File: src/tcw_pkg.sv
// ----------------------------------------------------------------------------
// tcw_pkg: text console writer shared types and constants
// Field widths, function codes, character codes and controller commands.
// ----------------------------------------------------------------------------
package tcw_pkg;

   localparam int PAGES_DEF      = 8;
   localparam int PAGE_CELLS_DEF = 2048;
   localparam int COLUMNS_DEF    = 80;
   localparam int ROWS           = 25;

   localparam int COL_W  = 7;
   localparam int ROW_W  = 5;
   localparam int CHAR_W = 8;
   localparam int ADDR_W = 14;
   localparam int FUNC_W = 3;
   localparam int PAGE_W = 3;

   localparam logic [FUNC_W-1:0] FUNC_PUT   = 3'd0;
   localparam logic [FUNC_W-1:0] FUNC_PLACE = 3'd1;
   localparam logic [FUNC_W-1:0] FUNC_CLEAR = 3'd2;
   localparam logic [FUNC_W-1:0] FUNC_WRITE = 3'd3;
   localparam logic [FUNC_W-1:0] FUNC_READ  = 3'd4;

   localparam logic [CHAR_W-1:0] CH_BS    = 8'd8;
   localparam logic [CHAR_W-1:0] CH_TAB   = 8'd9;
   localparam logic [CHAR_W-1:0] CH_NL    = 8'd10;
   localparam logic [CHAR_W-1:0] CH_BLANK = 8'd32;

   localparam logic [2:0] REG_WIN_LEFT   = 3'd0;
   localparam logic [2:0] REG_WIN_TOP    = 3'd1;
   localparam logic [2:0] REG_WIN_RIGHT  = 3'd2;
   localparam logic [2:0] REG_WIN_BOTTOM = 3'd3;
   localparam logic [2:0] REG_TEXT_ATTR  = 3'd4;
   localparam logic [2:0] REG_PAGE       = 3'd5;

   // controller -> datapath
   typedef struct packed {
      logic load;       // capture request, settle window
      logic rd_cur;     // read cell at cursor (put char)
      logic rd_bs;      // read cell left of cursor (backspace)
      logic rd_req;     // read cell at request place
      logic wr_put;     // write char keeping attribute
      logic wr_bs;      // write blank keeping attribute
      logic wr_cell;    // write request char/attr
      logic sweep_init; // start a scroll or clear sweep
      logic sweep_step; // one sweep step
      logic finish;     // update cursor, load result
      logic out_take;   // result taken
   } tcw_cmd_type;

   // datapath -> controller
   typedef struct packed {
      logic [FUNC_W-1:0] func;
      logic              is_tab;
      logic              is_nl;
      logic              is_bs;
      logic              bs_ok;
      logic              need_scroll;
      logic              sweep_done;
      logic              out_valid;
   } tcw_sts_type;

endpackage

File: src/tcw_ctrl.sv
// ----------------------------------------------------------------------------
// tcw_ctrl: operation sequencer
// One-hot state machine that steps the datapath through one item.
// ----------------------------------------------------------------------------
module tcw_ctrl (
   input  logic                 clock,
   input  logic                 reset,
   input  logic                 req_valid,
   output logic                 req_ready,
   input  logic                 rsp_ready,
   input  tcw_pkg::tcw_sts_type sts,
   output tcw_pkg::tcw_cmd_type cmd
);

   typedef enum logic [6:0] {
      ST_IDLE   = 7'b0000001,
      ST_DECODE = 7'b0000010,
      ST_RDWAIT = 7'b0000100,
      ST_MODIFY = 7'b0001000,
      ST_SWEEP  = 7'b0010000,
      ST_FINISH = 7'b0100000,
      ST_HOLD   = 7'b1000000
   } state_type;

   state_type state_ff, state_in;
   logic      take;

   assign take      = sts.out_valid && rsp_ready;
   assign req_ready = (state_ff == ST_IDLE) && (!sts.out_valid || rsp_ready);

   always_comb begin
      state_in = state_ff;
      cmd      = '0;
      cmd.out_take = take;
      case (state_ff)
         ST_IDLE: begin
            if (req_valid && req_ready) begin
               cmd.load = 1'b1;
               state_in = ST_DECODE;
            end
         end
         ST_DECODE: begin
            case (sts.func)
               tcw_pkg::FUNC_PUT: begin
                  if (sts.is_tab || sts.is_nl) begin
                     if (sts.need_scroll) begin
                        cmd.sweep_init = 1'b1;
                        state_in = ST_SWEEP;
                     end else begin
                        state_in = ST_FINISH;
                     end
                  end else if (sts.is_bs) begin
                     if (sts.bs_ok) begin
                        cmd.rd_bs = 1'b1;
                        state_in = ST_RDWAIT;
                     end else begin
                        state_in = ST_FINISH;
                     end
                  end else begin
                     cmd.rd_cur = 1'b1;
                     state_in = ST_RDWAIT;
                  end
               end
               tcw_pkg::FUNC_CLEAR: begin
                  cmd.sweep_init = 1'b1;
                  state_in = ST_SWEEP;
               end
               tcw_pkg::FUNC_WRITE: begin
                  cmd.wr_cell = 1'b1;
                  state_in = ST_FINISH;
               end
               tcw_pkg::FUNC_READ: begin
                  cmd.rd_req = 1'b1;
                  state_in = ST_RDWAIT;
               end
               default: state_in = ST_FINISH;
            endcase
         end
         ST_RDWAIT: state_in = ST_MODIFY;
         ST_MODIFY: begin
            if (sts.func == tcw_pkg::FUNC_PUT) begin
               if (sts.is_bs) begin
                  cmd.wr_bs = 1'b1;
                  state_in = ST_FINISH;
               end else begin
                  cmd.wr_put = 1'b1;
                  if (sts.need_scroll) begin
                     cmd.sweep_init = 1'b1;
                     state_in = ST_SWEEP;
                  end else begin
                     state_in = ST_FINISH;
                  end
               end
            end else begin
               state_in = ST_FINISH;
            end
         end
         ST_SWEEP: begin
            cmd.sweep_step = 1'b1;
            if (sts.sweep_done) state_in = ST_FINISH;
         end
         ST_FINISH: begin
            if (!sts.out_valid || rsp_ready) begin
               cmd.finish = 1'b1;
               state_in = ST_IDLE;
            end else begin
               state_in = ST_HOLD;
            end
         end
         ST_HOLD: begin
            if (!sts.out_valid || rsp_ready) begin
               cmd.finish = 1'b1;
               state_in = ST_IDLE;
            end
         end
         default: state_in = ST_IDLE;
      endcase
   end

   always_ff @(posedge clock) begin
      if (reset) state_ff <= ST_IDLE;
      else       state_ff <= state_in;
   end

`ifndef NO_ASSERTIONS
   a_load_idle: assert property (@(posedge clock) disable iff (reset)
      cmd.load |-> (state_ff == ST_IDLE)) else $error("load outside idle");
   a_one_write: assert property (@(posedge clock) disable iff (reset)
      $countones({cmd.wr_put, cmd.wr_bs, cmd.wr_cell}) <= 1) else $error("two writes");
   a_finish_free: assert property (@(posedge clock) disable iff (reset)
      cmd.finish |-> (!sts.out_valid || rsp_ready)) else $error("result overwritten");
`endif

endmodule

File: config.mk
export PLATFORM = sky130hd
export DESIGN_NAME = tcw_ctrl
export DESIGN_NICKNAME = d
export VERILOG_FILES = /design/src/tcw_pkg.sv /design/src/tcw_ctrl.sv
export SDC_FILE = /design/constraint.sdc
export NUM_CORES = 1
export LEC_CHECK = 0
export BUFFER_PORTS_ARGS = -buffer_cell sky130_fd_sc_hd__buf_2
export CORE_AREA = 2 2 40 42
export CTS_BUF_LIST = sky130_fd_sc_hd__clkbuf_16
export DETAILED_ROUTE_END_ITERATION = 8
export DIE_AREA = 0 0 42 44
export HOLD_SLACK_MARGIN = 0.08
export PLACE_DENSITY = 0.85
export SLEW_MARGIN = 20
export SYNTH_ARGS = -nofsm -noshare
export SYNTH_HDL_FRONTEND = slang
export SYNTH_SLANG_ARGS = --single-unit
File: constraint.sdc
create_clock -name clock -period 1.8 [get_ports clock]
set_clock_uncertainty 0.05 [all_clocks]
set_input_delay 0.18 -clock clock [delete_from_list [all_inputs] [get_ports clock]]
set_output_delay 0.18 -clock clock [all_outputs]
set_load 0.1 [all_outputs]
==> metrics list, run 1 <==
- Residual DRC: 0
* Post-route setup TNS: -0.2786 ns
- Number of violations reported at the end of detailed-routing iteration 0: 25
* Number of standard cells in the final layout excluding fillers: around 140
- CTS tree: built
- At the worst endpoint, the required time is 1.57 ns.
- The share of the Yosys chip area taken by registers is 0.2281.
* Share of post-route cells with drive strength above 1: 0.5902
- For this design, the sink count on the clock tree is 7.
- The run finished, with violations left.
- Setup violations remaining at the end of the flow were counted as 6.
- For this design the static power due to leakage is between 0.5 and 0.6 nW.
- Failing checks: setup timing
- From bottom edge to top edge, the die measures ~44 um.
* Worst Hold Margin: approximately 0.13 ns
* Class of the tightest hold or removal check: in2reg
- Post-synthesis register bit count: 7
- 0 antenna diodes ended up in the layout.
- In the routed layout, each cell is associated on average with a via count of ~5.9.
- Number of max-cap violations: 0
* Post-synth EDFFs: 0
- For this run, asynchronously set or reset flops after synthesis account for 0.
* Gate count after technology mapping: between 70 and 80
- At the pin with the least slew margin, the transition time is between 0.4 and 0.5 ns.
- Predominant post-synthesis flop cell: dfxtp_1
- Vias in the first global route: slightly above 800
* Input/output buffers: 25
- The number of clock buffers added by TritonCTS is 3.
- Floorplan row count: 14
- Overall fraction of global-route tracks in use: 0.2688
- Worst Path Buf+Inv: 3
- In this run the number of H-tree levels came out at 1.
* Worst-path cell with the longest stage delay: dfxtp_4
- Fillers: 63
* Clock transition at the register clock pins on the worst setup and hold paths after CTS: 0.04 ns
* Overall overflow remaining after global route: 0
- The congestion estimate from routability-driven global placement came to approximately 0.81.
- The first global-routing pass estimated 3622 um of wire.
- Arr. time, crit path: roughly 1.6 ns
- Final worst path period share: 1.041
* Critical Setup Path Class: reg2out
- The root buffer cell chosen for the clock tree is clkbuf_16.
- Maximum buffer depth of the clock tree: 2
* Total iterations of the first detailed-routing run: 4
- The initial utilization of the core area, before any placement, comes to 0.4330.
* Commonest non-fill, non-tap cells in the layout: buf_2 (14), buf_4 (12), buf_12 (11)
- After synthesis, the netlist uses 38 different library cells.
- Final core area utilization: 0.9056
- Fin crit period: approximately 1.9 ns
* Syn_area_per_cell: ~8 um2
- Max Fclk: 533.7 MHz
- Clk_lat worst skew: 0.23 ns
- In the final routed layout, each cell accounts on average for 15.78 um.
- Summed over all layers, the routed wires come to between 2000 and 2500 um.
- The number of placed instances, taps included, is between 100 and 150.
* Pin count of the biggest net entering global routing: 8
* Crit-path leading delay family: buffers and inverters
- Detailed-route via count: 816
- Register ranked first by flip-flop count: state_ff
* Power Density: a little over 600 nW/um2
- Core ar.: 1419 um2
* Startpoint kind of the worst setup timing path: flop
- Relative to the synthesized area, the layout overhead comes to 109.2%.
- Min setup slack post-route: -0.07372 ns
- Synthesis produced a netlist with a net count of a little over 90.
- The library cell used most frequently in the layout, excluding fill and tap cells, is buf_2.
- Worst vdd ir: 0.4577 mV
- The hold violation count in the final report was 0.
- I/O pin total: 26
* Worst Setup End Kind: output pin
* Initial antenna violation count: 0
- Die Span X: 42 um
- Measured against its own limit, the worst slew margin works out to 0.6770.
- In this run the worst path has a maximum fanout of 4.
- Half-perimeter wire length after placement: about 1500 um
- The count of nets left with antenna violations once routing finished came out at 0.
* Largest stage delay on the critical path: approximately 0.35 ns
- Yosys warnings: 0
- The largest registers in the layout are state_ff: 7 flops.
* Number of flip-flops in the largest register: 7
- The number of max-slew violations in the final report was 0.
- The die covers roughly 1800 um2.
* Number of hold buffers added after CTS: 0
* Critical path cell sequence: buf_4 -> nor2_2 -> nand4b_1 -> buf_6 -> nor2_4 -> buf_12
* Cell area after synthesis: 614.3 um2
* Net count reported at finish: roughly 140
- Setup repair after global routing could not meet its margin everywhere.
[stage by stage]
step | area [um2] | setup slack, ns | power [mW]
finish | 1285 | -0.07372 | 0.7801
global route | 1285 | -0.1501 | 0.8100
CTS | 1230 | -0.07499 | 0.7667
detailed placement | 1046 | -0.02769 | 0.3773
global placement | 1046 | 0.06695 | 0.3702
floorplan | 709.4 | -0.3673 | 0.3040
[timing repair]
action                     4_1_cts  5_1_grt
gates resized for setup         12       10
setup endpoints to repair       11       12
setup buffers                    9        1
pin swaps                        6        8
[synth_stat cells (2+ instances only)]
cell type,n,area share
nor2_1,13,0.079
dfxtp_1,7,0.23
inv_1,4,0.024
nand2b_1,4,0.041
nor3_1,4,0.033
a21oi_1,3,0.024
nand2_1,3,0.018
nand3_1,3,0.024
nor4_1,3,0.031
o21ai_0,3,0.024
nand4b_1,2,0.029
nor2b_1,2,0.020
o21a_1,2,0.024
xor2_1,2,0.029
[final cells by class]
cell class              count  area [um2]  area share
clock buffers               3       75.07     0.05842
clock inverters             1       3.754    0.002921
inverters                   4       15.01     0.01168
multi-input cells          66       590.6      0.4596
flip-flops and latches      7       155.1      0.1207
well taps                  16       20.02     0.01558
repair buffers             41       425.4      0.3311
[cell families (layout without fill, tap and decap cells)]
kind of cell	count (synthesis)	count (layout)	share of synthesized area
and+or+nand+nor	46	46	0.4847
buffers and inverters	6	49	0.04480
DFF	7	7	0.2281
xor gates and xnor gates	3	3	0.04278
AOI/OAI and AO/OA	17	17	0.1996
[report_power, final]
| group | internal [mW] | switching [mW] | leakage [nW] |
|---|---|---|---|
| Combinational | 0.0941 | 0.141 | 0.407 |
| Sequential | 0.160 | 0.0103 | 0.0599 |
| Clock | 0.289 | 0.0860 | 0.0423 |
| Total | 0.543 | 0.237 | 0.509 |
[worst paths after layout]
check | startpoint | end | slack [ns] | cells past startpoint
max | state_ff[1] | cmd[6] | -0.07 | 6
min | reset | state_ff[6] | 0.13 | 2
max reg2reg | state_ff[6] | state_ff[5] | 0.05 | 6
min reg2reg | state_ff[2] | state_ff[3] | 0.53 | 2
[per-layer routing]
layer / wire [um] / global-route usage / vias to the layer above
li1: - / - / 383
met1: 834 / 0.2883 / 382
met2: 1125 / 0.4938 / 43
met3: 140 / 0.03750 / 8
met4: 78 / 0.1742 / 0
met5: 0 / 0 / -
No activity file was read; power rests on OpenSTA's default activity.
==> run 2: changes to the inputs <==
==> config.mk (replaced) <==
export PLATFORM = sky130hd
export DESIGN_NAME = tcw_ctrl
export DESIGN_NICKNAME = d
export VERILOG_FILES = /design/src/tcw_pkg.sv /design/src/tcw_ctrl.sv
export SDC_FILE = /design/constraint.sdc
export NUM_CORES = 1
export LEC_CHECK = 0
export CORE_AREA = 2 2 39 41
export CTS_BUF_LIST = sky130_fd_sc_hd__clkbuf_16
export DETAILED_ROUTE_END_ITERATION = 8
export DIE_AREA = 0 0 41 43
export DONT_BUFFER_PORTS = 1
export HOLD_SLACK_MARGIN = 0.08
export PLACE_DENSITY = 0.72
export SLEW_MARGIN = 20
export SYNTH_ARGS = -nofsm -noshare
export SYNTH_HDL_FRONTEND = slang
export SYNTH_SLANG_ARGS = --single-unit
==> constraint.sdc (replaced) <==
create_clock -name clock -period 2.15 [get_ports clock]
set_clock_uncertainty 0.05 [all_clocks]
set_input_delay 0.215 -clock clock [delete_from_list [all_inputs] [get_ports clock]]
set_output_delay 0.215 -clock clock [all_outputs]
set_load 0.1 [all_outputs]
==> run 2 against run 1 <==
  * The flow now finishes without violations
  * Via count decreased by 15%
  * Flip-flop and latch count unchanged
  * Total power is 25% lower
  * Clock-buffer cell count did not move
  * Non-clock buffer count fell by 23
  * Sequential share of layout area up 2.7 points
  * Cell area shrank 26%
  * Routed wire length is 22% lower
  * Core utilization down 21 points
  * Critical path depth is 2 lower
  * Largest cell class unchanged
==> metrics list, run 2 (synthesis gave the netlist of run 1 again) <==
- Of the total power, the share spent switching nets is 0.2833.
* Sequential fraction of design power: 0.244
- Detailed placement ended at an HPWL of 1223 um.
- For this run, the total global-route usage over all layers was measured as 0.2251.
* Pin count of the biggest net entering global routing: 9
* Outcome: completed
- The hold violation count in the final report came to 0.
- The analysis attributes to net switching a power of about 0.17 mW.
* Die height: about 43 um
- The routed layout has a little under 700 vias.
- Share of post-route cells with drive strength above 1: 0.3838
- In the final layout, the registers with the most flip-flops are state_ff: 7 flops.
* Comb power frac: 0.227
* Net count reported at finish: 114
- Summed over all cells, the static leakage comes to 0.3623 nW.
- 26 I/O pins were placed.
- Core ar.: around 1400 um2
- Register ranked first by flip-flop count: state_ff
* Clock transition at the register clock pins on the worst setup and hold paths after CTS: ~0.030 ns
- Global routing finished with a remaining overflow of 0.
- During placement, the flow inserted port buffers numbering 0.
- The critical path is of the reg2out type.
* Origin of the worst setup path: state_ff[1]
- The clock passes through at most 2 buffers.
* Routed length per instance: roughly 15 um
* Required time at the endpoint of the critical path: roughly 1.9 ns
- Setup violations remaining at the end of the flow were counted as 0.
- Startpoint kind of the worst setup timing path: flop
* Clk_lat worst skew: approximately 0.23 ns
- After global routing, the most crowded layer is met2.
- Met3 global-route usage: 0.05236
* Met1 Resource Use GR: 0.2548
- Max Fclk: between 400 and 500 MHz
* Commonest non-fill, non-tap cells in the layout: buf_4 (14), nor2_1 (7), dfxtp_1 (6)
- Number of violations reported at the end of detailed-routing iteration 0: 28
- In this run the number of H-tree levels came out at 1.
- CTS Root Cell: clkbuf_16
- The worst hold path begins at reset.
* Number of max-cap violations: 0
* Met2 layer usage reported by global route: 0.3469
* Most common cell after layout, fill and taps aside: buf_4
- The number of antenna violations at the first check in global routing is 0.
- Unrepaired setup endpoints after global routing: no
* Vias per inst: between 6 and 7
* Die Span X: between 40 and 50 um
* CTS tree: built
* Area delta synth->final: 55.60%
- Number of buffers created by CTS: 3
* Internal power: around 0.42 mW
* Number of flip-flops in the largest register: 7
- The number of max-slew violations in the final report was 0.
- Area enclosed by the die boundary: approximately 1800 um2
- First-pass GRT wire length: roughly 2700 um
- At the worst endpoint, the arrival time is roughly 1.8 ns.
* Number of antenna cells inserted: 0
- Effective utilization at floorplan: 0.4439
* Worst slew margin relative to its limit: 0.6185
* Total iterations of the first detailed-routing run: 4
* Worst vdd ir: between 0.4 and 0.5 mV
- Measured on the finished design, the core utilization comes to 0.6908.
- The congestion estimate from routability-driven global placement came to 0.7940.
- Final Routed Wirelength: 1706 um
* Vias in the first global route: 640
- For the pin with the worst max-slew slack, the measured transition is 0.5711 ns.
- Counting instances, the worst hold path has a depth of 2.
- Number of sinks on the clock net: 7
- Residual DRC: 0
* Floorplan row count: 14
- Worst reg-to-reg path cell count: 6
- The startpoint identified for the worst register-to-register timing path is state_ff[6].
- Power Density: ~600 nW/um2
- Final worst path period share: 0.9497
* Antenna-violating nets left: 0
- Of all nets on the critical path, the largest fanout is 7.
- Class of the tightest hold or removal check: in2reg
- Of the total power, the clock network draws 0.529.
- After routing, the total negative slack on setup checks comes to 0 ns.
* Fin crit period: 2.042 ns
- STA classifies the critical path endpoint as an output pin.
==> run 2: changes by cell type in the layout (fill, tap and decap cells not counted), moves of 2 or more <==
cell | before | now
buf_2 | 14 | 0
buf_12 | 11 | 3
dfxtp_1 | 1 | 6
nor2_4 | 6 | 1
buf_6 | 4 | 0
nor2_2 | 1 | 5
dfxtp_4 | 3 | 0
buf_4 | 12 | 14
dfxtp_2 | 3 | 1
nand3_1 | 1 | 3
nand3_2 | 2 | 0
==> run 2: path summary, 6_finish.rpt <==
path	endpoint	slack, ns
max	cmd[2]	0.11
min	state_ff[0]	0.09
max reg2reg	state_ff[4]	0.36
min reg2reg	state_ff[3]	0.51
==> run 2: cell type report <==
class	instances	area [um2]
flip-flops and latches	7	141.4
clock inverters	1	3.754
clock buffers	3	75.07
multi-input cells	66	525.5
well taps	16	20.02
fillers	97	427.9
repair buffers	18	175.2
inverters	4	15.01
==> run 2: layer usage <==
metal / wire (um) / up-vias / part of all wire
li1: - / 337 / -
met1: 669 / 321 / 0.39
met2: 895 / 30 / 0.52
met3: 104 / 4 / 0.061
met4: 37 / 0 / 0.022
met5: 0 / - / 0
==> run 2: power by group through the flow <==
stage               Combinational [mW]  Clock (mW)  Sequential, mW
finish                           0.133       0.309           0.142
global route                     0.140       0.319           0.143
CTS                              0.129       0.311           0.142
detailed placement               0.125           0           0.144
global placement                 0.124           0           0.143
floorplan                        0.106           0           0.142
==> run 2: worst max-delay path, stage by stage, from the launching register on <==
cell and delay [ns]:
dfxtp_1 0.38, nor4_1 0.49, nand3_1 0.27, inv_1 0.11, buf_4 0.29
==> run 2: repair_timing <==
| action | in CTS | in global routing |
|---|---|---|
| pin swaps | 1 | 2 |
| buffers inserted | 2 | 3 |
| gates resized for setup | 0 | 2 |
| hold buffers | 1 | 0 |
| setup endpoints to repair | 1 | 2 |
| hold endpoints to repair | 2 | 0 |
==> run 2: per-stage QoR <==
step	instances	setup WS, ns	power (mW)	cell area [um2]	hold slack, ns
floorplan	79	-0.2973	0.2483	673.1	0.2341
finish	115	0.1082	0.5834	955.9	0.08864
global placement	105	0.2344	0.2670	825.8	0.2375
global route	115	0.01130	0.6021	955.9	0.09260
detailed placement	105	0.1803	0.2690	825.8	0.2375
CTS	112	0.03545	0.5817	929.6	0.09347
