[config.mk]
export PLATFORM = sky130hd
export DESIGN_NAME = tcw_csr
export DESIGN_NICKNAME = d
export VERILOG_FILES = /design/src/tcw_pkg.sv /design/src/tcw_csr.sv
export SDC_FILE = /design/constraint.sdc
export NUM_CORES = 1
export LEC_CHECK = 0
export BUFFER_PORTS_ARGS = -buffer_cell sky130_fd_sc_hd__buf_4
export CORE_UTILIZATION = 44
export CTS_CLUSTER_DIAMETER = 60
export DETAILED_ROUTE_END_ITERATION = 7
export GPL_TIMING_DRIVEN = 0
export PLACE_DENSITY = 0.82
export SLEW_MARGIN = 25
export SYNTH_ARGS = -nofsm -noshare
export SYNTH_HDL_FRONTEND = slang
export SYNTH_SLANG_ARGS = --single-unit
[constraint.sdc]
create_clock -name clock -period 1.5 [get_ports clock]
set_input_delay 0.3 -clock clock [delete_from_list [all_inputs] [get_ports clock]]
set_output_delay 0.3 -clock clock [all_outputs]
set_load 0.02 [all_outputs]
[src/tcw_pkg.sv]
// ----------------------------------------------------------------------------
// tcw_pkg: text console writer shared types and constants
// Field widths, function codes, character codes and controller commands.
// ----------------------------------------------------------------------------
package tcw_pkg;

   localparam int PAGES_DEF      = 8;
   localparam int PAGE_CELLS_DEF = 2048;
   localparam int COLUMNS_DEF    = 80;
   localparam int ROWS           = 25;

   localparam int COL_W  = 7;
   localparam int ROW_W  = 5;
   localparam int CHAR_W = 8;
   localparam int ADDR_W = 14;
   localparam int FUNC_W = 3;
   localparam int PAGE_W = 3;

   localparam logic [FUNC_W-1:0] FUNC_PUT   = 3'd0;
   localparam logic [FUNC_W-1:0] FUNC_PLACE = 3'd1;
   localparam logic [FUNC_W-1:0] FUNC_CLEAR = 3'd2;
   localparam logic [FUNC_W-1:0] FUNC_WRITE = 3'd3;
   localparam logic [FUNC_W-1:0] FUNC_READ  = 3'd4;

   localparam logic [CHAR_W-1:0] CH_BS    = 8'd8;
   localparam logic [CHAR_W-1:0] CH_TAB   = 8'd9;
   localparam logic [CHAR_W-1:0] CH_NL    = 8'd10;
   localparam logic [CHAR_W-1:0] CH_BLANK = 8'd32;

   localparam logic [2:0] REG_WIN_LEFT   = 3'd0;
   localparam logic [2:0] REG_WIN_TOP    = 3'd1;
   localparam logic [2:0] REG_WIN_RIGHT  = 3'd2;
   localparam logic [2:0] REG_WIN_BOTTOM = 3'd3;
   localparam logic [2:0] REG_TEXT_ATTR  = 3'd4;
   localparam logic [2:0] REG_PAGE       = 3'd5;

   // controller -> datapath
   typedef struct packed {
      logic load;       // capture request, settle window
      logic rd_cur;     // read cell at cursor (put char)
      logic rd_bs;      // read cell left of cursor (backspace)
      logic rd_req;     // read cell at request place
      logic wr_put;     // write char keeping attribute
      logic wr_bs;      // write blank keeping attribute
      logic wr_cell;    // write request char/attr
      logic sweep_init; // start a scroll or clear sweep
      logic sweep_step; // one sweep step
      logic finish;     // update cursor, load result
      logic out_take;   // result taken
   } tcw_cmd_type;

   // datapath -> controller
   typedef struct packed {
      logic [FUNC_W-1:0] func;
      logic              is_tab;
      logic              is_nl;
      logic              is_bs;
      logic              bs_ok;
      logic              need_scroll;
      logic              sweep_done;
      logic              out_valid;
   } tcw_sts_type;

endpackage

[src/tcw_csr.sv]
// ----------------------------------------------------------------------------
// tcw_csr: window, attribute and page registers behind the APB-style port
// ----------------------------------------------------------------------------
module tcw_csr (
   input  logic                       clock,
   input  logic                       reset,
   input  logic                       psel,
   input  logic                       penable,
   input  logic                       pwrite,
   input  logic [4:0]                 paddr,
   input  logic [31:0]                pwdata,
   output logic [31:0]                prdata,
   output logic                       pready,
   output logic [tcw_pkg::COL_W-1:0]  win_left,
   output logic [tcw_pkg::ROW_W-1:0]  win_top,
   output logic [tcw_pkg::COL_W-1:0]  win_right,
   output logic [tcw_pkg::ROW_W-1:0]  win_bottom,
   output logic [tcw_pkg::CHAR_W-1:0] text_attr,
   output logic [tcw_pkg::PAGE_W-1:0] page_sel
);
   logic [2:0] idx;
   logic       wr;
   assign idx    = paddr[4:2];
   assign wr     = psel && penable && pwrite;
   assign pready = 1'b1;

   always_ff @(posedge clock) begin
      if (reset) begin
         win_left    <= '0;
         win_top     <= '0;
         win_right   <= 7'd79;
         win_bottom  <= 5'd24;
         text_attr   <= 8'd7;
         page_sel    <= '0;
      end else if (wr) begin
         case (idx)
            tcw_pkg::REG_WIN_LEFT:   win_left    <= pwdata[6:0];
            tcw_pkg::REG_WIN_TOP:    win_top     <= pwdata[4:0];
            tcw_pkg::REG_WIN_RIGHT:  win_right   <= pwdata[6:0];
            tcw_pkg::REG_WIN_BOTTOM: win_bottom  <= pwdata[4:0];
            tcw_pkg::REG_TEXT_ATTR:  text_attr   <= pwdata[7:0];
            tcw_pkg::REG_PAGE:       page_sel    <= pwdata[2:0];
            default: ;
         endcase
      end
   end

   always_comb begin
      case (idx)
         tcw_pkg::REG_WIN_LEFT:   prdata = {25'd0, win_left};
         tcw_pkg::REG_WIN_TOP:    prdata = {27'd0, win_top};
         tcw_pkg::REG_WIN_RIGHT:  prdata = {25'd0, win_right};
         tcw_pkg::REG_WIN_BOTTOM: prdata = {27'd0, win_bottom};
         tcw_pkg::REG_TEXT_ATTR:  prdata = {24'd0, text_attr};
         tcw_pkg::REG_PAGE:       prdata = {29'd0, page_sel};
         default:                 prdata = '0;
      endcase
   end
endmodule

==> results.py, run 1 <==
metrics = {
    "cts": {
        "cts-root-buf": "clkbuf_8",
        "clock_sinks": 35,
        "htreeDepth": 2,
        "clock_path_buffers": 2,
        "cts_made_buffers": 5,
        "cts_tree": "built",
        "clk_latency_ns": 0.30,
        "clk_pin_slew_ns": 0.07,
    },
    "worst_setup_path": {
        "reg2reg_to": "win_right[4]$_SDFFE_PP0P_",
        "crit_type": "reg2out",
        "start_kind": "flop",
        "cp.arrival_ns": 1.36,
        "cp_max_fo": 2,
        "critPathRequiredTime_ns": 1.20,
        "rrSetupSlack_ns": 0.75,
        "rr_worst_depth": 3,
        "end_kind": "primary output",
        "startpoint": "win_left[4]$_SDFFE_PP0P_",
        "regToRegStartpoint": "win_right[4]$_SDFFE_PP0P_",
    },
    "worst_hold_path": {
        "holdPathStages": 3,
        "hold_path_end": "win_right[6]$_SDFFE_PP1P_",
        "hold_class": "in2reg",
        "hold_start": "pwdata[6]",
    },
    "yosys": {
        "yosysTopAreaCellShare": 0.359,
        "yosys_register_bits": 35,
        "netlist_instances": 209,
        "yosys.area.top_type": "dfxtp_1",
        "synth_cell_type_count": 30,
        "synth_area_leaders": "dfxtp_1 (36%), mux2i_1 (21%), buf_4 (9.6%), nand2b_1 (9.3%), nor2_1 (4.2%)",
        "ys_seq_area_frac": 0.359,
        "yosysWarningCount": 0,
        "syn_area_per_cell_um2": 9.33,
        "synth_area_mm2": 0.00195,
    },
    "timing": {
        "setup_slack_ns": -0.162,
        "fin_crit_ns": 1.66,
        "skew_ns": 0,
        "rsz0062_at_grt": "yes",
        "max_freq_mhz": 602,
        "slew_violations": 0,
        "hold_viol": 0,
        "min_period_over_period": 1.11,
        "setup_viol": 4,
        "hold_ws_ns": 0.264,
    },
    "pwr": {
        "leakagePower_nw": 1.36,
        "netSwitchingFraction": 0.286,
        "p_comb_frac": 0.183,
        "p_per_area_mw_per_mm2": 717,
        "pwr-share-clk": 0.345,
        "intPower_w": 0.00142,
        "p_switching_w": 0.000569,
        "ir_worst_vdd_mv": 0.487,
        "power_frac_seq": 0.473,
    },
    "routing": {
        "avgViaCountPerCell": 4.89,
        "routed_wl_um": 5050,
        "firstDrtPassIters": 5,
        "ant_nets": 0,
        "route.vias.total": 1735,
        "avgRoutedWirePerCell_um": 14.2,
        "route.detailed.drc": 0,
        "drt_iter0_drc": 96,
    },
    "final_layout": {
        "post-route-util": 0.675,
        "antenna_cells": 0,
        "multi_input_area_mm2": 0.00115,
        "fillers": 357,
        "seq_area_um2": 718,
        "area_delta_synth_final_pct": 42.5,
        "finalNetCount": 346,
        "drive_gt1_frac": 0.456,
    },
    "placement": {
        "dp_hpwl_um": 3550,
        "routabilityCongestion": 0.803,
        "port-buffer-count": 54,
    },
    "global_route": {
        "grt_first_pass_wirelength_um": 7540,
        "grt_max_degree": 12,
        "grt_pass1_vias": 1584,
        "grt-ovfl-total": 0,
        "grt_usage": 0.224,
        "grt_antenna_before_repair": 0,
    },
    "die": {
        "rows": 23,
        "chipWidth_um": 68.6,
        "initial_utilization": 0.474,
        "die_area_mm2": 0.00470,
        "chipHeight_um": 68.6,
        "pin_count": 110,
        "core_mm2": 0.00412,
    },
    "outcome": {
        "failed_checks": "negative setup slack",
        "status": "finished, violations left",
    },
    "job": {
        "maxCapViolations": 0,
    },
}
[area by class of cell]
| class | count | share of cell area |
|---|---|---|
| Clock inverter | 2 | 0.00450 |
| Multi-Input combinational cell | 159 | 0.413 |
| Sequential cell | 35 | 0.259 |
| Clock buffer | 6 | 0.0261 |
| Tap cell | 50 | 0.0225 |
| Buffer | 38 | 0.0986 |
| Timing Repair Buffer | 65 | 0.177 |
[synthesized netlist by cell type, drive strengths merged]
cell	instances
a2bb2oi	2
o2bb2ai	1
buf	32
and4	1
a221o	1
mux2i	41
clkbuf	6
or3	1
and2	1
o21ai	8
nor2	24
nand2b	30
conb	2
or2	1
dfxtp	35
mux2	4
nand4b	1
a21oi	3
o221ai	3
o21a	1
nand3	3
nand2	4
nand4	1
nor2b	3
[cells by family after synthesis]
| family | count (synthesis) | synth area share |
|---|---|---|
| simple gates | 70 | 0.206 |
| mux | 45 | 0.234 |
| buf+inv | 38 | 0.133 |
| flops | 35 | 0.359 |
| compound gates | 19 | 0.0642 |
| other cells | 2 | 0.00385 |
[stage by stage]
step / cells / area (µm²) / setup WS [ns] / TNS [ns] / total power [W]
after CTS: 351 / 2700 / -0.134 / -0.257 / 0.00197
after global placement: 336 / 2510 / -0.180 / -0.707 / 0.00129
final: 355 / 2780 / -0.162 / -0.241 / 0.00199
after floorplan: 232 / 2040 / 0.0210 / 0 / 0.00121
after detailed placement: 336 / 2510 / -0.165 / -0.876 / 0.00130
after global routing: 355 / 2780 / -0.194 / -0.435 / 0.00206
[power groups by stage]
| stage | clock network [W] | registers (W) | logic (W) |
|---|---|---|---|
| 3_5_place_dp | 0 | 0.000963 | 0.000335 |
| 2_1_floorplan | 0 | 0.000970 | 0.000238 |
| 5_1_grt | 0.000723 | 0.000942 | 0.000390 |
| 6_report | 0.000686 | 0.000941 | 0.000363 |
| 4_1_cts | 0.000681 | 0.000941 | 0.000349 |
| 3_3_place_gp | 0 | 0.000963 | 0.000331 |
[worst max-delay path by stage]
stage	to	slack, ns
2_1_floorplan	prdata[4]	0.02
3_3_place_gp	prdata[4]	-0.18
3_5_place_dp	prdata[4]	-0.17
4_1_cts	prdata[4]	-0.13
5_1_grt	prdata[4]	-0.19
6_report	prdata[4]	-0.16
[layout by cell type (no fill, tap or decap), drive strengths merged]
master and count:
o21ai 8, a221o 1, a21oi 3, mux2 4
nand2 4, conb 25, buf 98, o21a 1
clkinvlp 1, or2 1, nor2b 3, and4 1
a2bb2oi 2, o2bb2ai 1, clkinv 1, o221ai 3
nor2 24, dfxtp 35, nand3 3, clkbuf 11
or3 1, mux2i 41, nand2b 30, nand4b 1
and2 1, nand4 1
[routing by layer]
metal  GRT usage  vias to the layer above  share of wire
met3      0.0526                        7          0.059
li1            -                      846              -
met2       0.382                       59           0.50
met1       0.262                      823           0.43
met5           0                        -              0
met4       0.107                        0          0.011
[critical path, cell delays in order (launching register included)]
cell	delay (ns)
dfxtp_2	0.32
mux2_4	0.26
a221o_1	0.34
buf_6	0.14
[sequential cells by signal, indices dropped and copies added, names as in the netlist]
name / flops
win_top: 5
text_attr: 8
page_sel: 3
win_left: 7
win_bottom: 5
win_right: 7
[repair_timing]
action	in CTS	in global routing
hold buffers	0	0
pin swaps	1	2
setup buffers	7	4
endpoints found under the setup margin	8	8
cloned	0	0
resized for setup	19	18
Note: power is estimated with default switching activity, not from simulation.
==> run 2: changes to the inputs <==
CTS_CLUSTER_DIAMETER = 50   (was 60)
clock period = 1.8 ns   (was 1.5 ns; I/O delays follow)
==> results.py, run 2 (synthesis gave the netlist of run 1 again) <==
metrics = {
    "job": {
        "maxCapViolations": 0,
    },
    "pwr": {
        "netSwitchingFraction": 0.257,
        "leakagePower_nw": 1.29,
        "p_comb_frac": 0.156,
        "p_switching_w": 0.000467,
        "ir_worst_vdd_mv": 0.399,
        "intPower_w": 0.00135,
        "power_frac_seq": 0.431,
        "pwr-share-clk": 0.413,
        "p_per_area_mw_per_mm2": 692,
    },
    "global_route": {
        "grt_first_pass_wirelength_um": 7230,
        "grt-ovfl-total": 0,
        "grt_pass1_vias": 1510,
        "grt_antenna_before_repair": 0,
        "grt_usage": 0.217,
        "grt_max_degree": 12,
    },
    "worst_setup_path": {
        "cp_max_fo": 3,
        "end_kind": "primary output",
        "rr_worst_depth": 3,
        "critPathRequiredTime_ns": 1.44,
        "regToRegStartpoint": "win_right[4]$_SDFFE_PP0P_",
        "crit_type": "reg2out",
        "reg2reg_to": "win_right[4]$_SDFFE_PP0P_",
        "start_kind": "flop",
        "rrSetupSlack_ns": 1.05,
        "cp.arrival_ns": 1.39,
    },
    "outcome": {
        "status": "completed",
    },
    "cts": {
        "post_cts_buffers": 0,
        "cts_made_buffers": 5,
        "cts_tree": "built",
        "clk_latency_ns": 0.30,
        "cts-root-buf": "clkbuf_8",
        "htreeDepth": 2,
        "clock_sinks": 35,
        "clock_path_buffers": 2,
        "clk_pin_slew_ns": 0.07,
        "hold_buffers": 0,
    },
    "final_layout": {
        "top_regs": "text_attr x8, win_left x7, win_right x7",
        "final_cell_mix": "buf_4 (81), mux2i_1 (41), dfxtp_1 (35)",
        "antenna_cells": 0,
        "post-route-util": 0.639,
        "final_common_cell": "buf_4",
        "max_flop_register": "text_attr",
        "finalNetCount": 335,
        "seq_area_um2": 701,
        "area_delta_synth_final_pct": 34.9,
        "fin_area_mm2": 0.00263,
        "largest_reg_flops": 8,
        "fillers": 353,
        "drive_gt1_frac": 0.357,
        "multi_input_area_mm2": 0.00108,
    },
    "placement": {
        "routabilityCongestion": 0.802,
        "port-buffer-count": 54,
        "dp_hpwl_um": 3570,
        "postPlaceCellArea_mm2": 0.00250,
        "place_ws_ns": -0.0588,
    },
    "die": {
        "pin_count": 110,
        "chipWidth_um": 68.6,
        "die_area_mm2": 0.00470,
        "core_mm2": 0.00412,
        "chipHeight_um": 68.6,
        "initial_utilization": 0.474,
        "rows": 23,
    },
    "timing": {
        "rsz0062_at_grt": "no",
        "slew_violations": 0,
        "setup_slack_ns": 0.0548,
        "fin_tns_setup_ns": 0,
        "max_freq_mhz": 573,
        "min_period_over_period": 0.970,
        "setup_viol": 0,
        "skew_ns": 0,
        "hold_viol": 0,
        "fin_crit_ns": 1.75,
    },
    "routing": {
        "route.vias.total": 1636,
        "avgRoutedWirePerCell_um": 13.8,
        "avgViaCountPerCell": 4.76,
        "firstDrtPassIters": 4,
        "drt_iter0_drc": 69,
        "route.detailed.drc": 0,
        "ant_nets": 0,
        "routed_wl_um": 4750,
    },
    "worst_hold_path": {
        "holdPathStages": 3,
        "hold_class": "in2reg",
        "hold_path_end": "page_sel[1]$_SDFFE_PP0P_",
        "hold_start": "pwdata[1]",
    },
}
[run 2: cell types whose count changed in the layout (fill, tap and decap cells not counted), moves of 4 or more]
cell / before / now
dfxtp_1: 21 / 35
dfxtp_2: 14 / 0
mux2_2: 0 / 4
buf_4: 90 / 81
mux2_4: 4 / 0
[run 2: cell type report]
type | count | share of cell area
timing repair buffer | 54 | 0.154
tap | 50 | 0.0238
buffer | 38 | 0.100
sequential | 35 | 0.267
clock inverter | 2 | 0.0133
multi-input combinational | 159 | 0.410
clock buffer | 6 | 0.0314
[run 2: critical path, stage by stage, from the launching register on]
cell and delay [ns]:
dfxtp_1 0.33, mux2_2 0.26, a221o_1 0.35, buf_4 0.16
[run 2: worst max path at each step]
stage,start,end,depth (start not counted)
floorplan,paddr[3],prdata[4],5
global placement,paddr[3],prdata[4],6
detailed placement,paddr[3],prdata[4],6
CTS,paddr[3],prdata[4],6
global route,win_top[4]$_SDFFE_PP0P_,prdata[4],3
finish,win_left[4]$_SDFFE_PP0P_,prdata[4],3
[run 2: layer usage]
layer / GRT usage / routed length, µm / share of wire / up-vias
met5: 0 / 0 / 0 / -
met2: 0.357 / 2270 / 0.48 / 58
met1: 0.265 / 2070 / 0.44 / 749
met4: 0.0807 / 60 / 0.013 / 0
li1: - / - / - / 823
met3: 0.0674 / 353 / 0.074 / 6
[run 2: what timing repair did]
action                                  CTS  global route
cloned                                    0             0
pin swaps                                 0             0
gates resized for setup                   1             3
endpoints found under the setup margin    1             4
[run 2: power groups by stage]
stage	Combinational [W]	Sequential [W]	Clock, W
after floorplan	0.000198	0.000808	0
after global placement	0.000276	0.000802	0
after detailed placement	0.000280	0.000802	0
after CTS	0.000281	0.000784	0.000751
after global routing	0.000307	0.000785	0.000786
final	0.000283	0.000784	0.000751
[run 2: through the flow]
stage	power [W]	hold WS [ns]	cells
final	0.00182	0.330	344
after global routing	0.00188	0.320	344
after CTS	0.00182	0.329	344
after detailed placement	0.00108	0.486	336
after global placement	0.00108	0.476	336
after floorplan	0.00101	0.508	232
==> run 3: changes to the inputs <==
BUFFER_PORTS_ARGS = -buffer_cell sky130_fd_sc_hd__buf_2   (was -buffer_cell sky130_fd_sc_hd__buf_4)
==> results.py, run 3 (synthesis gave the netlist of run 1 again) <==
metrics = {
    "cts": {
        "htreeDepth": 2,
        "clk_pin_slew_ns": 0.07,
        "clock_path_buffers": 2,
        "cts-root-buf": "clkbuf_8",
        "clk_latency_ns": 0.29,
        "hold_buffers": 0,
        "cts_made_buffers": 5,
        "post_cts_buffers": 0,
        "cts_tree": "built",
        "clock_sinks": 35,
    },
    "timing": {
        "setup_viol": 0,
        "min_period_over_period": 0.973,
        "skew_ns": 0,
        "rsz0062_at_grt": "no",
        "max_freq_mhz": 571,
        "maxSlewHeadroom": 0.656,
        "hold_viol": 0,
        "hold_ws_ns": 0.323,
        "fin_crit_ns": 1.75,
        "slew_violations": 0,
        "tightest_slew_ns": 0.517,
    },
    "die": {
        "chipHeight_um": 68.6,
        "chipWidth_um": 68.6,
        "initial_utilization": 0.474,
        "pin_count": 110,
        "die_area_mm2": 0.00470,
        "core_mm2": 0.00412,
        "rows": 23,
    },
    "worst_setup_path": {
        "end_kind": "primary output",
        "start_kind": "input pin",
        "crit_type": "in2out",
        "worstPathCellList": "buf_4 -> nand2b_1 -> clkbuf_4 -> nor2_1 -> a221o_1 -> buf_2",
        "cp_max_fo": 9,
        "cp.arrival_ns": 1.39,
        "critPathRequiredTime_ns": 1.44,
        "slowest_stage": "a221o_1",
        "max_stage_delay_ns": 0.30,
    },
    "routing": {
        "ant_nets": 0,
        "drt_iter0_drc": 130,
        "route.vias.total": 1666,
        "avgRoutedWirePerCell_um": 13.4,
        "route.detailed.drc": 0,
        "firstDrtPassIters": 4,
        "routed_wl_um": 4630,
        "avgViaCountPerCell": 4.84,
    },
    "worst_hold_path": {
        "hold_class": "in2reg",
    },
    "placement": {
        "routabilityCongestion": 0.788,
        "port-buffer-count": 54,
        "dp_hpwl_um": 3430,
    },
    "final_layout": {
        "largest_reg_flops": 8,
        "antenna_cells": 0,
        "final_cell_mix": "buf_2 (57), mux2i_1 (41), dfxtp_1 (35)",
        "drive_gt1_frac": 0.354,
        "area_delta_synth_final_pct": 27.0,
        "finalNetCount": 335,
        "post-route-util": 0.602,
        "top_regs": "text_attr x8, win_left x7, win_right x7",
        "final_common_cell": "buf_2",
        "max_flop_register": "text_attr",
    },
    "pwr": {
        "ir_worst_vdd_mv": 0.352,
        "p_per_area_mw_per_mm2": 677,
        "leakagePower_nw": 1.25,
    },
    "job": {
        "maxCapViolations": 0,
    },
    "global_route": {
        "grt_pass1_vias": 1488,
        "grt_usage": 0.213,
        "grt_antenna_before_repair": 0,
        "grt-ovfl-total": 0,
        "grt_first_pass_wirelength_um": 7030,
        "grt_max_degree": 11,
    },
    "outcome": {
        "status": "completed",
    },
}
run 3: timing repair:
item,4_1_cts,5_1_grt
setup endpoints to repair,1,3
gates cloned,0,0
resized for setup,1,2
run 3: cell type report:
cell class / count / area [µm²]
multi-input combinational: 159 / 1080
sequential: 35 / 701
buffer: 38 / 264
tap: 50 / 62.6
timing repair buffer: 54 / 270
clock buffer: 8 / 100
fill: 387 / 1640
run 3: worst max-delay path, delay by kind of cell:
| kind | cells | cell delay (ns) |
|---|---|---|
| buf+inv | 3 | 0.53 |
| compound gates | 1 | 0.30 |
| simple gates | 2 | 0.20 |
run 3: through the flow:
step	setup slack, ns	power (W)	instances	area, µm²	TNS (ns)
after floorplan	0.166	0.00101	232	2040	0
after global placement	-0.0421	0.00106	336	2370	-0.0421
after detailed placement	-0.0403	0.00107	336	2370	-0.0403
after CTS	0.0117	0.00169	344	2470	0
after global routing	0.00586	0.00175	344	2480	0
final	0.0490	0.00168	344	2480	0
run 3: layer usage:
metal,part of all wire,track usage,vias to the layer above
li1,-,-,823
met1,0.43,0.260,759
met2,0.47,0.347,76
met3,0.084,0.0658,8
met4,0.016,0.0833,0
met5,0,0,-
run 3: path summary, 6_finish.rpt:
kind | startpoint | endpoint | slack, ns | cells past startpoint
worst min register to register | text_attr[7]$_SDFFE_PP0P_ | text_attr[7]$_SDFFE_PP0P_ | 0.48 | 2
worst max-delay path | paddr[3] | prdata[4] | 0.05 | 6
worst min-delay path | pwdata[7] | text_attr[7]$_SDFFE_PP0P_ | 0.32 | 3
worst max register to register | win_right[4]$_SDFFE_PP0P_ | win_right[4]$_SDFFE_PP0P_ | 1.06 | 3
run 3: power by group:
| part | switching, W | internal [W] |
|---|---|---|
| sequential | 0.00000440 | 0.000780 |
| clock | 0.000276 | 0.000349 |
| combinational | 0.000157 | 0.000110 |
| total | 0.000438 | 0.00124 |
